**config.mk**
```make
export PLATFORM = sky130hd
export DESIGN_NAME = flash_record_ring_manager_top
export DESIGN_NICKNAME = d
export VERILOG_FILES = /design/src/rtl/frrm_pkg.sv /design/src/rtl/flash_record_ring_manager_top.sv
export VERILOG_INCLUDE_DIRS = /design/src /design/src/rtl
export SDC_FILE = /design/constraint.sdc
export NUM_CORES = 1
export LEC_CHECK = 0
export BUFFER_PORTS_ARGS = -buffer_cell sky130_fd_sc_hd__clkbuf_2
export CORE_UTILIZATION = 40
export CTS_CLUSTER_DIAMETER = 120
export DETAILED_ROUTE_END_ITERATION = 6
export SETUP_SLACK_MARGIN = 0.4
export SYNTH_ARGS = -nofsm -noshare
export SYNTH_HDL_FRONTEND = slang
export SYNTH_SLANG_ARGS = --single-unit
```
**constraint.sdc**
```tcl
create_clock -name clk -period 8.1 [get_ports clk]
set_input_delay 1.215 -clock clk [delete_from_list [all_inputs] [get_ports clk]]
set_output_delay 1.215 -clock clk [all_outputs]
set_load 0.005 [all_outputs]
```
**src/rtl/flash_record_ring_manager_top_macros.svh**
```systemverilog
// ----------------------------------------------------------------------------
// flash record ring manager assertion macros
// concurrent checks clocked on clk, disabled while rst_n is low
// ----------------------------------------------------------------------------
`ifndef FLASH_RECORD_RING_MANAGER_TOP_MACROS_SVH
`define FLASH_RECORD_RING_MANAGER_TOP_MACROS_SVH

// same-cycle implication
`define FRRM_ASSERT_SAME(label, ante, cons) \
  label: assert property (@(posedge clk) disable iff (!rst_n) (ante) |-> (cons)) \
    else $error("frrm same-cycle check failed");

// next-cycle implication
`define FRRM_ASSERT_NEXT(label, ante, cons) \
  label: assert property (@(posedge clk) disable iff (!rst_n) (ante) |=> (cons)) \
    else $error("frrm next-cycle check failed");

`endif

```
**src/rtl/frrm_pkg.sv**
```systemverilog
// ----------------------------------------------------------------------------
// frrm_pkg
// shared types and constants of the flash record ring manager
// ----------------------------------------------------------------------------
package frrm_pkg;

  localparam int ADDR_W  = 24;
  localparam int COUNT_W = 16;
  localparam int TICK_W  = 32;
  localparam int LEN_W   = 8;
  localparam int CFG_W   = 32;
  localparam int CFG_IDX_W = 2;

  localparam logic [LEN_W-1:0] MAX_PAYLOAD = 8'd250;
  localparam logic [LEN_W-1:0] HDR_EXTRA   = 8'd4;

  localparam logic [ADDR_W-1:0]  REGION_START_RST = 24'd0;
  localparam logic [ADDR_W-1:0]  REGION_END_RST   = 24'd65536;
  localparam logic [COUNT_W-1:0] MAX_RECORDS_RST  = 16'd256;
  localparam logic [TICK_W-1:0]  WAIT_TICKS_RST   = 32'd10000;

  typedef enum logic [1:0] {
    KIND_WRITE   = 2'd0,
    KIND_READ    = 2'd1,
    KIND_CONSUME = 2'd2,
    KIND_POLL    = 2'd3
  } kind_t;

  typedef enum logic [CFG_IDX_W-1:0] {
    CFG_REGION_START = 2'd0,
    CFG_REGION_END   = 2'd1,
    CFG_MAX_RECORDS  = 2'd2,
    CFG_WAIT_TICKS   = 2'd3
  } cfg_idx_t;

endpackage

```
**src/rtl/flash_record_ring_manager_top.sv**
```systemverilog
// a request is held in the request register, then its result in the result register
// throughput: one request per cycle, busy stays low; each request is one registered
//   pass through the pointer, count and timer logic
// results cannot be stalled; out_valid marks each result for one cycle
// reset: synchronous active-low rst_n clears pointers, count, timer and strobes and
//   loads the configuration defaults
// ----------------------------------------------------------------------------
// flash_record_ring_manager_top
// pointer, record count and upload timer bookkeeping for a ring of fixed-size
// flash records
// ----------------------------------------------------------------------------
`include "flash_record_ring_manager_top_macros.svh"

module flash_record_ring_manager_top #(
  parameter int RECORD_BYTES = 256,
  parameter int SECTOR_BYTES = 4096
) (
  input  logic                              clk,
  input  logic                              rst_n,
  input  logic                              start,
  output logic                              busy,
  input  logic [1:0]                        in_kind,
  input  logic [frrm_pkg::LEN_W-1:0]        in_payload_len,
  input  logic                              in_write_ok,
  input  logic [frrm_pkg::TICK_W-1:0]       in_now_ticks,
  output logic                              out_valid,
  output logic                              out_ok,
  output logic [frrm_pkg::ADDR_W-1:0]       out_flash_addr,
  output logic [frrm_pkg::LEN_W-1:0]        out_header_length,
  output logic [frrm_pkg::COUNT_W-1:0]      out_record_count,
  input  logic                              cfg_we,
  input  logic [frrm_pkg::CFG_IDX_W-1:0]    cfg_index,
  input  logic [frrm_pkg::CFG_W-1:0]        cfg_wdata
);

  localparam int ADDR_W  = frrm_pkg::ADDR_W;
  localparam int COUNT_W = frrm_pkg::COUNT_W;
  localparam int TICK_W  = frrm_pkg::TICK_W;
  localparam int LEN_W   = frrm_pkg::LEN_W;
  localparam int SUM_W   = ADDR_W + 1;

  localparam logic [SUM_W-1:0]  REC_SUM  = SUM_W'(RECORD_BYTES);
  localparam logic [SUM_W-1:0]  SEC_SUM  = SUM_W'(SECTOR_BYTES);
  localparam logic [ADDR_W-1:0] REC_ADDR = ADDR_W'(RECORD_BYTES);
  localparam logic [LEN_W-1:0]  HLEN_MAX = frrm_pkg::MAX_PAYLOAD + frrm_pkg::HDR_EXTRA;

  // exact division by the record size through a reciprocal multiply
  localparam int DIV_SHIFT  = SUM_W + $clog2(RECORD_BYTES);
  localparam int DIV_MULT_W = SUM_W + 1;
  localparam int PROD_W     = SUM_W + DIV_MULT_W;
  localparam int Q_W        = PROD_W - DIV_SHIFT;
  localparam int CMP_W      = (Q_W > COUNT_W) ? Q_W : COUNT_W;
  localparam logic [DIV_MULT_W-1:0] DIV_MULT =
    DIV_MULT_W'(((64'd1 << DIV_SHIFT) + 64'(RECORD_BYTES) - 64'd1) / 64'(RECORD_BYTES));

  // configuration
  logic [ADDR_W-1:0]  region_start_r;
  logic [ADDR_W-1:0]  region_end_r;
  logic [COUNT_W-1:0] max_records_r;
  logic [TICK_W-1:0]  wait_ticks_r;

  // request stage
  logic               req_v_r;
  frrm_pkg::kind_t    kind_r;
  logic [LEN_W-1:0]   plen_r;
  logic               wok_r;
  logic [TICK_W-1:0]  now_r;

  // ring state
  logic [ADDR_W-1:0]  ra_r, ra_nxt;
  logic [ADDR_W-1:0]  wa_r, wa_nxt;
  logic [COUNT_W-1:0] held_r, held_nxt;
  logic [TICK_W-1:0]  mark_r, mark_nxt;
  logic               armed_r, armed_nxt;

  // result stage
  logic               out_valid_r;
  logic               out_ok_r;
  logic [ADDR_W-1:0]  out_addr_r;
  logic [LEN_W-1:0]   out_hlen_r;
  logic [COUNT_W-1:0] out_count_r;

  // datapath
  logic [SUM_W-1:0]   wr_sum;
  logic               wrap;
  logic [SUM_W-1:0]   bound;
  logic               evict;
  logic [SUM_W-1:0]   span;
  logic [PROD_W-1:0]  prod;
  logic [Q_W-1:0]     drop;
  logic               drop_all;
  logic [ADDR_W-1:0]  wa_w;
  logic [ADDR_W-1:0]  ra_w;
  logic [COUNT_W-1:0] held_w;
  logic [LEN_W-1:0]   plen_cl;
  logic [TICK_W-1:0]  mark_eff;
  logic [TICK_W-1:0]  elapsed;
  logic               poll_due;
  logic               ok_c;
  logic [ADDR_W-1:0]  addr_c;
  logic [LEN_W-1:0]   hlen_c;

  // check helpers
  logic               is_wr, is_rd, is_cons, is_poll;
  logic               ring_empty;
  logic               hlen_in_range;

  assign busy = 1'b0;

  // configuration writes
  always_ff @(posedge clk) begin
    if (!rst_n) begin
      region_start_r <= frrm_pkg::REGION_START_RST;
      region_end_r   <= frrm_pkg::REGION_END_RST;
      max_records_r  <= frrm_pkg::MAX_RECORDS_RST;
      wait_ticks_r   <= frrm_pkg::WAIT_TICKS_RST;
    end else if (cfg_we) begin
      case (frrm_pkg::cfg_idx_t'(cfg_index))
        frrm_pkg::CFG_REGION_START: region_start_r <= cfg_wdata[ADDR_W-1:0];
        frrm_pkg::CFG_REGION_END:   region_end_r   <= cfg_wdata[ADDR_W-1:0];
        frrm_pkg::CFG_MAX_RECORDS:  max_records_r  <= cfg_wdata[COUNT_W-1:0];
        frrm_pkg::CFG_WAIT_TICKS:   wait_ticks_r   <= cfg_wdata[TICK_W-1:0];
        default: ;
      endcase
    end
  end

  // request register
  always_ff @(posedge clk) begin
    if (!rst_n) begin
      req_v_r <= 1'b0;
    end else begin
      req_v_r <= start && !busy;
    end
  end

  always_ff @(posedge clk) begin
    if (start && !busy) begin
      kind_r <= frrm_pkg::kind_t'(in_kind);
      plen_r <= in_payload_len;
      wok_r  <= in_write_ok;
      now_r  <= in_now_ticks;
    end
  end

  // write wrap and sector eviction, payload clamp and poll timer
  always_comb begin
    wr_sum   = {1'b0, wa_r} + REC_SUM;
    wrap     = wr_sum >= {1'b0, region_end_r};
    bound    = {1'b0, region_start_r} + SEC_SUM;
    evict    = {1'b0, ra_r} < bound;
    span     = bound - {1'b0, ra_r};
    prod     = PROD_W'(span) * PROD_W'(DIV_MULT);
    drop     = prod[PROD_W-1:DIV_SHIFT];
    drop_all = CMP_W'(drop) >= CMP_W'(held_r);
    wa_w     = wrap ? region_start_r : wa_r;
    ra_w     = ra_r;
    held_w   = held_r;
    if (wrap && evict) begin
      ra_w   = bound[ADDR_W-1:0];
      held_w = drop_all ? '0 : held_r - COUNT_W'(drop);
    end
    plen_cl  = (plen_r > frrm_pkg::MAX_PAYLOAD) ? frrm_pkg::MAX_PAYLOAD : plen_r;
    mark_eff = armed_r ? mark_r : now_r;
    elapsed  = now_r - mark_eff;
    poll_due = elapsed >= wait_ticks_r;
  end

  // per-request state update
  always_comb begin
    ra_nxt    = ra_r;
    wa_nxt    = wa_r;
    held_nxt  = held_r;
    mark_nxt  = mark_r;
    armed_nxt = armed_r;
    ok_c      = 1'b0;
    addr_c    = ra_r;
    hlen_c    = '0;
    if (req_v_r) begin
      case (kind_r)
        frrm_pkg::KIND_WRITE: begin
          ra_nxt = ra_w;
          addr_c = wa_w;
          hlen_c = plen_cl + frrm_pkg::HDR_EXTRA;
          if (wok_r) begin
            wa_nxt   = wa_w + REC_ADDR;
            held_nxt = (held_w >= max_records_r) ? max_records_r : held_w + COUNT_W'(1);
            ok_c     = 1'b1;
          end else begin
            wa_nxt   = wa_w;
            held_nxt = held_w;
          end
        end
        frrm_pkg::KIND_READ: begin
          if (ra_r >= region_end_r) begin
            ra_nxt = region_start_r;
            addr_c = region_start_r;
            ok_c   = 1'b1;
          end else begin
            ok_c   = !(ra_r == wa_r && held_r == '0);
          end
        end
        frrm_pkg::KIND_CONSUME: begin
          if (held_r != '0) begin
            ra_nxt   = ra_r + REC_ADDR;
            addr_c   = ra_r + REC_ADDR;
            held_nxt = held_r - COUNT_W'(1);
            ok_c     = 1'b1;
          end
        end
        frrm_pkg::KIND_POLL: begin
          if (held_r != '0) begin
            if (!armed_r) begin
              armed_nxt = 1'b1;
              mark_nxt  = now_r;
            end
            if (poll_due) begin
              armed_nxt = 1'b0;
              ok_c      = 1'b1;
            end
          end else begin
            ra_nxt = wa_r;
            addr_c = wa_r;
          end
        end
        default: ;
      endcase
    end
  end

  // ring state registers
  always_ff @(posedge clk) begin
    if (!rst_n) begin
      ra_r    <= frrm_pkg::REGION_START_RST;
      wa_r    <= frrm_pkg::REGION_START_RST;
      held_r  <= '0;
      mark_r  <= '0;
      armed_r <= 1'b0;
    end else begin
      ra_r    <= ra_nxt;
      wa_r    <= wa_nxt;
      held_r  <= held_nxt;
      mark_r  <= mark_nxt;
      armed_r <= armed_nxt;
    end
  end

  // result register
  always_ff @(posedge clk) begin
    if (!rst_n) begin
      out_valid_r <= 1'b0;
    end else begin
      out_valid_r <= req_v_r;
    end
  end

  always_ff @(posedge clk) begin
    if (req_v_r) begin
      out_ok_r    <= ok_c;
      out_addr_r  <= addr_c;
      out_hlen_r  <= hlen_c;
      out_count_r <= held_nxt;
    end
  end

  assign out_valid         = out_valid_r;
  assign out_ok            = out_ok_r;
  assign out_flash_addr    = out_addr_r;
  assign out_header_length = out_hlen_r;
  assign out_record_count  = out_count_r;

  assign is_wr         = req_v_r && kind_r == frrm_pkg::KIND_WRITE;
  assign is_rd         = req_v_r && kind_r == frrm_pkg::KIND_READ;
  assign is_cons       = req_v_r && kind_r == frrm_pkg::KIND_CONSUME;
  assign is_poll       = req_v_r && kind_r == frrm_pkg::KIND_POLL;
  assign ring_empty    = ra_r == wa_r && held_r == '0;
  assign hlen_in_range = out_hlen_r >= frrm_pkg::HDR_EXTRA && out_hlen_r <= HLEN_MAX;

  `FRRM_ASSERT_NEXT(a_cons_dec, is_cons && held_r != '0, held_r == $past(held_r) - COUNT_W'(1))
  `FRRM_ASSERT_NEXT(a_cons_ok, is_cons && held_r != '0, out_ok_r)
  `FRRM_ASSERT_NEXT(a_empty_read, is_rd && ra_r < region_end_r && ring_empty, !out_ok_r)
  `FRRM_ASSERT_NEXT(a_empty_poll, is_poll && held_r == '0, ra_r == wa_r && !out_ok_r)
  `FRRM_ASSERT_NEXT(a_failed_write, is_wr && !wok_r, !out_ok_r && wa_r == $past(wa_w))
  `FRRM_ASSERT_SAME(a_hlen_range, out_valid_r && out_hlen_r != '0, hlen_in_range)

endmodule

```
# == After elaboration in Yosys (flattened, before gate mapping) ==
# Index checks and enable logic that the tools add are counted.
# totals
reg_bits,287
latch_bits,0
ram_bits,0
rom_bits,0
input_bits,81
out_inout_bits,51
n_memories,0
# classes
n_addsub,10
mul,0
div,0
n_lt_le_gt_ge,7
eq_ne,8
shift,0
n_mux,24
bitwise,0
reduce_logical,14
# op_table
op,count
24-bit case mux with 4 select lines,2
24-bit two-way mux,6
16-bit two-way mux,6
24-bit by 9-bit adder with 24-bit output (second input constant),2
32-bit greater-or-equal comparator,1
32-bit two-way mux,1
16-bit case mux with 2 select lines,1
32-bit subtractor,1
24-bit by 13-bit adder with 25-bit output (second input constant),1
24-bit by 9-bit adder with 25-bit output (second input constant),1
25-bit by 24-bit greater-or-equal comparator with 1-bit output,1
24-bit by 25-bit less-than comparator with 1-bit output,1
25-bit by 24-bit subtractor with 25-bit output,1
24-bit == test,1
24-bit greater-or-equal comparator,1
17-bit by 16-bit greater-or-equal comparator with 1-bit output,1
16-bit by 1-bit adder with 16-bit output (second input constant),1
16-bit greater-or-equal comparator,1
16-bit logical NOT,1
16-bit nonzero test,1
16-bit by 1-bit subtractor with 16-bit output (second input constant),1
16-bit subtractor,1
2-bit AND reduction,6
8-bit by 3-bit adder with 8-bit output (second input constant),1
11 further kinds,22

# == Depth between registers and ports, before layout ==
# depth
ltp_word,10
ltp_mapped,37
ltp_nobuf,34

# == Worst setup path before layout ==
# Ideal clock, no wire load.
# synth_path
path_type,flip-flop to flip-flop
start,register region_start_r[12]
end,"register out_count_r[9] (netlist: out_record_count[9]), data pin"
setup_time_ns,0.262
t_arrival_ns,6.475
required_time_ns,7.838
slack_ns,1.363
path_stages_with_launch,34
n_path_buf,2
cell_sequence,dfxtp_1 -> clkbuf_1 -> nand3_1 -> xnor2_1 -> ha_1 -> nand4_1 -> or3_1 -> o22a_1 -> nand3_1 -> a21oi_1 -> nor2b_1 -> nor2_1 -> nor2b_1 -> nor2_1 -> xnor2_1 -> ha_1 -> and4_1 -> a41oi_1 -> and2_0 -> nand3_4 -> o22ai_1 -> inv_1 -> ha_1 -> nand2b_1 -> a21o_1 -> a21oi_1 -> o21ai_0 -> o41ai_1 -> a21o_1 -> clkbuf_1 -> o2bb2ai_1 -> a31oi_1 -> a21oi_1 -> or2_2
# synth_between
elab_chain_cells,10
word_cells_on_any_way,14
# synth_lines
item,line_no,source
from (decl),flash_record_ring_manager_top.sv:57,logic [ADDR_W-1:0] region_start_r;
from (signal assigned),flash_record_ring_manager_top.sv:113,region_start_r <= frrm_pkg::REGION_START_RST;
from (signal assigned),flash_record_ring_manager_top.sv:119,frrm_pkg::CFG_REGION_START: region_start_r <= cfg_wdata[ADDR_W-1:0];
24-bit by 13-bit adder with 25-bit output *,flash_record_ring_manager_top.sv:150,"bound = {1'b0, region_start_r} + SEC_SUM;"
25-bit by 24-bit subtractor with 25-bit output,flash_record_ring_manager_top.sv:152,"span = bound - {1'b0, ra_r};"
16-bit subtractor / 17-bit by 16-bit greater-or-equal comparator with 1-bit output (equally long branches),"flash_record_ring_manager_top.sv:161, flash_record_ring_manager_top.sv:155",
16-bit two-way mux,flash_record_ring_manager_top.sv:161,held_w = drop_all ? '0 : held_r - COUNT_W'(drop);
16-bit two-way mux *,flash_record_ring_manager_top.sv:159,if (wrap && evict) begin
16-bit by 1-bit adder with 16-bit output / 16-bit greater-or-equal comparator (equally long branches),flash_record_ring_manager_top.sv:187,held_nxt = (held_w >= max_records_r) ? max_records_r : held_w + COUNT_W'(1);
16-bit two-way mux,flash_record_ring_manager_top.sv:187,
16-bit two-way mux *,flash_record_ring_manager_top.sv:185,if (wok_r) begin
16-bit case mux with 2 select lines *,flash_record_ring_manager_top.sv:180,case (kind_r)
16-bit two-way mux *,flash_record_ring_manager_top.sv:179,if (req_v_r) begin
via held_nxt[9],flash_record_ring_manager_top.sv:72,"logic [COUNT_W-1:0] held_r, held_nxt;"
to (signal assigned),flash_record_ring_manager_top.sv:262,out_count_r <= held_nxt;
to (decl),flash_record_ring_manager_top.sv:81,logic [COUNT_W-1:0] out_count_r;
# The timed path passes the listed nets; every way through them passes the cells marked *.
# A chain may end at the register's enable or synchronous reset.

# == Final worst setup path ==
# layout_path
start,register region_start_r[14]
end,register held_r[1]
# layout_between
elab_chain_cells,10
word_cells_on_any_way,14
# layout_lines
item,line_no,source
24-bit by 13-bit adder with 25-bit output *,flash_record_ring_manager_top.sv:150,
25-bit by 24-bit subtractor with 25-bit output,flash_record_ring_manager_top.sv:152,
17-bit by 16-bit greater-or-equal comparator with 1-bit output / 16-bit subtractor (equally long branches),"flash_record_ring_manager_top.sv:155, flash_record_ring_manager_top.sv:161",
16-bit two-way mux,flash_record_ring_manager_top.sv:161,
16-bit two-way mux *,flash_record_ring_manager_top.sv:159,
16-bit by 1-bit adder with 16-bit output / 16-bit greater-or-equal comparator (equally long branches),flash_record_ring_manager_top.sv:187,
16-bit two-way mux,flash_record_ring_manager_top.sv:187,
16-bit two-way mux *,flash_record_ring_manager_top.sv:185,
16-bit case mux with 2 select lines *,flash_record_ring_manager_top.sv:180,
16-bit two-way mux *,flash_record_ring_manager_top.sv:179,
via held_nxt[1],flash_record_ring_manager_top.sv:72,
to (signal assigned),flash_record_ring_manager_top.sv:242,held_r <= held_nxt;
to (decl),flash_record_ring_manager_top.sv:72,
# Marks and branches as above.

==> results.py <==
metrics = {
    "layout": {
        "syn_to_final_growth_pct": 13.2,
        "diodes": 0,
        "fillers": 4978,
        "drive_above_1_share": 0.112,
        "final_nets": 2819,
        "design_area_um2": 22800,
        "seqCellArea_um2": 6670,
        "multi_input_area_um2": 12500,
    },
    "timing": {
        "setup_viol": 0,
        "finalWorstSetupSlack_ns": 0.752,
        "fin_tns_setup_ns": 0,
        "finalCriticalPeriod_ns": 7.35,
        "rsz0062_at_grt": "no",
        "slew_headroom": 0.218,
        "tightest_slew_ns": 1.17,
        "final_max_slew_viol_count": 0,
        "fmax_mhz": 136,
        "finalClockSkew_ns": 0.0152,
        "hold_violations": 0,
        "period_share": 0.907,
    },
    "floorplanning": {
        "rows": 81,
        "die_w_um": 227,
        "die_height_um": 227,
        "die-area_um2": 51300,
        "start_util": 0.408,
        "pin_count": 132,
        "core-area_um2": 49400,
    },
    "synth": {
        "synthTopCellsByArea": "dfxtp_1 (19%), edfxtp_1 (14%), ha_1 (12%)",
        "synthFlopType": "dfxtp_1",
        "syn_area_per_cell_um2": 8.16,
        "synth.net_count": 2742,
        "synth-simple-area-share": 0.181,
        "synth_mux_area_frac": 0.0396,
        "synth_cells": 2470,
        "synth-compound-area-share": 0.228,
        "yosysSeqAreaShare": 0.331,
        "synth_edf_count": 92,
        "yosysUniqueCellTypes": 84,
        "synth_top_area_share": 0.194,
        "synth_xor_area_frac": 0.0447,
        "synth.ff_latch_count": 287,
        "syn_area_um2": 20200,
        "yosysTopAreaCell": "dfxtp_1",
        "synth_top_family_by_area": "compound AO/OA/AOI/OAI gates",
        "ys.warnings.count": 0,
        "ys_async_sr_fraction": 0,
        "synthAdderAreaFrac": 0.119,
    },
    "route": {
        "viasPerCell": 5.87,
        "drtIter0Drc": 2057,
        "routed_wl_um": 69600,
        "ant_nets": 0,
        "drt_pass1_iterations": 6,
        "via_count": 19000,
        "drcViolationCount": 0,
        "wl_per_cell_um": 21.5,
    },
    "critical_path": {
        "critPathLaunchType": "flop",
        "startpoint": "region_start_r[14]$_SDFFE_PN0P_",
        "crit_arrival_ns": 7.80,
        "ff2ff_path_depth": 33,
        "critPathRequiredTime_ns": 8.55,
        "critPathMaxFanout": 9,
        "critical_path.endpoint_type": "flop",
        "rr_startpoint": "region_start_r[14]$_SDFFE_PN0P_",
        "slowest_delay_ns": 0.50,
        "reg2reg_slack_ns": 0.75,
        "cp_common_cell": "ha_1",
        "cpMaxStageDelayCell": "dfxtp_1",
        "path_class": "reg -> reg",
    },
    "placed_design": {
        "dp_hpwl_um": 51900,
        "gp_congestion": 1.01,
        "place_area_um2": 21500,
        "pre_cts_ws_ns": 0.444,
        "port_buffers": 130,
    },
    "global_route": {
        "grt_max_degree": 64,
        "grt_overflow": 0,
        "grt_pass1_wl_um": 105000,
        "gr-usage-all-layers": 0.267,
        "grt_pass1_vias": 17700,
        "antenna_found_initial": 1,
    },
    "run": {
        "max-cap-violations": 0,
    },
    "clocking": {
        "cts_buffers": 37,
        "clkLatencyLatePin_ns": 0.56,
        "cts_root_buffer": "clkbuf_16",
        "cts_sinks": 287,
        "clk_pin_slew_worst_paths_ns": 0.06,
        "cts_max_level": 2,
        "tritoncts": "built",
        "clk_path_buf_depth": 3,
    },
    "pwr": {
        "powerDensity_nw_per_um2": 222,
        "irDropWorstVdd_mv": 0.186,
        "leakagePower_nw": 8.98,
    },
    "hold_path": {
        "hold_start": "region_end_r[2]$_SDFFE_PN0P_",
        "hold_depth": 2,
        "hold_path.class": "reg -> reg",
    },
    "outcome": {
        "outcome": "completed",
    },
}
kinds of logic after synthesis:
family / Yosys count
and+or+nand+nor: 788
AOI/OAI and AO/OA: 722
buffers and inverters: 299
DFF: 287
adders and majority gates: 191
xor gates and xnor gates: 103
muxes: 79
other: 1
worst paths after layout:
check                                                     to
worst max-delay path                    held_r[1]$_SDFF_PN0_
worst min-delay path            region_end_r[2]$_SDFFE_PN0P_
worst max register to register          held_r[1]$_SDFF_PN0_
worst min register to register  region_end_r[2]$_SDFFE_PN0P_
cell usage in the layout (no fill, tap or decap), drive strengths merged, types with 21 or more instances in the layout:
master,instances
nand2,336
a21oi,229
dfxtp,195
ha,189
clkbuf,183
inv,160
nor2,153
o21ai,152
edfxtp,92
mux2i,73
xnor2,63
nand3,63
a211oi,54
a31oi,49
buf,48
a21o,41
nor3,41
xor2,40
o21a,37
nand4,36
and2,29
o211ai,23
and3,22
nand2b,21
synth_stat cells, drive strengths merged (5+ instances only):
| master | instances |
|---|---|
| a211oi | 54 |
| a21o | 40 |
| a21oi | 229 |
| a221oi | 5 |
| a22oi | 10 |
| a311oi | 7 |
| a31oi | 49 |
| and2 | 29 |
| and3 | 22 |
| and4 | 9 |
| buf | 14 |
| clkbuf | 127 |
| dfxtp | 195 |
| edfxtp | 92 |
| ha | 189 |
| inv | 157 |
| mux2 | 6 |
| mux2i | 73 |
| nand2 | 336 |
| nand2b | 21 |
| nand3 | 63 |
| nand4 | 36 |
| nor2 | 153 |
| nor2b | 19 |
| nor3 | 41 |
| nor4 | 19 |
| o2111ai | 5 |
| o211ai | 23 |
| o21a | 37 |
| o21ai | 152 |
| o21bai | 11 |
| o221ai | 19 |
| o22a | 5 |
| o22ai | 14 |
| o31ai | 10 |
| o32ai | 5 |
| or2 | 11 |
| or3 | 15 |
| or4 | 8 |
| xnor2 | 63 |
| xor2 | 40 |
power by group:
part | total (W) | internal (W) | switching [W] | leakage [nW]
logic | 0.00169 | 0.000639 | 0.00105 | 5.91
clock network | 0.00171 | 0.00102 | 0.000687 | 0.606
registers | 0.00165 | 0.00158 | 0.0000766 | 2.47
critical path: cells and delay by family, from the launching register on:
kind                       cells  cell delay, ns
and+or+nand+nor               13            2.43
AOI/OAI and AO/OA             11            2.18
adders and majority gates      3            0.97
DFF                            1            0.50
muxes                          2            0.50
xor gates and xnor gates       2            0.40
buffers and inverters          2            0.26
per-stage QoR:
| step | utilization | cells | hold slack [ns] | power (W) |
|---|---|---|---|---|
| floorplan | - | 2470 | 0.436 | 0.00279 |
| global placement | 0.435 | 3167 | 0.443 | 0.00330 |
| detailed placement | 0.435 | 3167 | 0.448 | 0.00331 |
| CTS | 0.460 | 3233 | 0.456 | 0.00504 |
| global route | 0.462 | 3238 | 0.472 | 0.00530 |
| finish | 0.462 | 3238 | 0.454 | 0.00506 |
registers in the layout (all words and copies together), names as in the netlist:
signal / count
ra_r: 24
wok_r: 1
out_record_count: 16
armed_r: 1
wa_r: 24
plen_r: 8
now_r: 32
max_records_r: 16
region_start_r: 24
held_r: 16
req_v_r: 1
out_flash_addr: 24
mark_r: 32
out_header_length: 8
wait_ticks_r: 32
kind_r: 2
region_end_r: 24
out_ok: 1
out_valid: 1
layout make-up:
class,count,area share
multi-input cells,1885,0.546
flip-flops and latches,287,0.292
clock buffers,53,0.0469
repair buffers,178,0.0443
well taps,664,0.0364
inverters,158,0.0261
clock inverters,13,0.00773
routing by layer:
| metal | vias up | routed length (µm) | GRT usage |
|---|---|---|---|
| met5 | - | 13 | 0 |
| met4 | 2 | 1620 | 0.0761 |
| met3 | 131 | 6410 | 0.0452 |
| met2 | 847 | 29900 | 0.412 |
| met1 | 8981 | 31600 | 0.381 |
| li1 | 9059 | - | - |
repair_timing:
item / 4_1_cts / 5_1_grt
buffers inserted: 0 / 4
endpoints found under the setup margin: 2 / 32
hold endpoints to repair: 0 / 0
hold buffers: 0 / 0
cloned: 0 / 1
pin swaps: 0 / 2
resized for setup: 2 / 16
(Power assumes the default switching activity.)
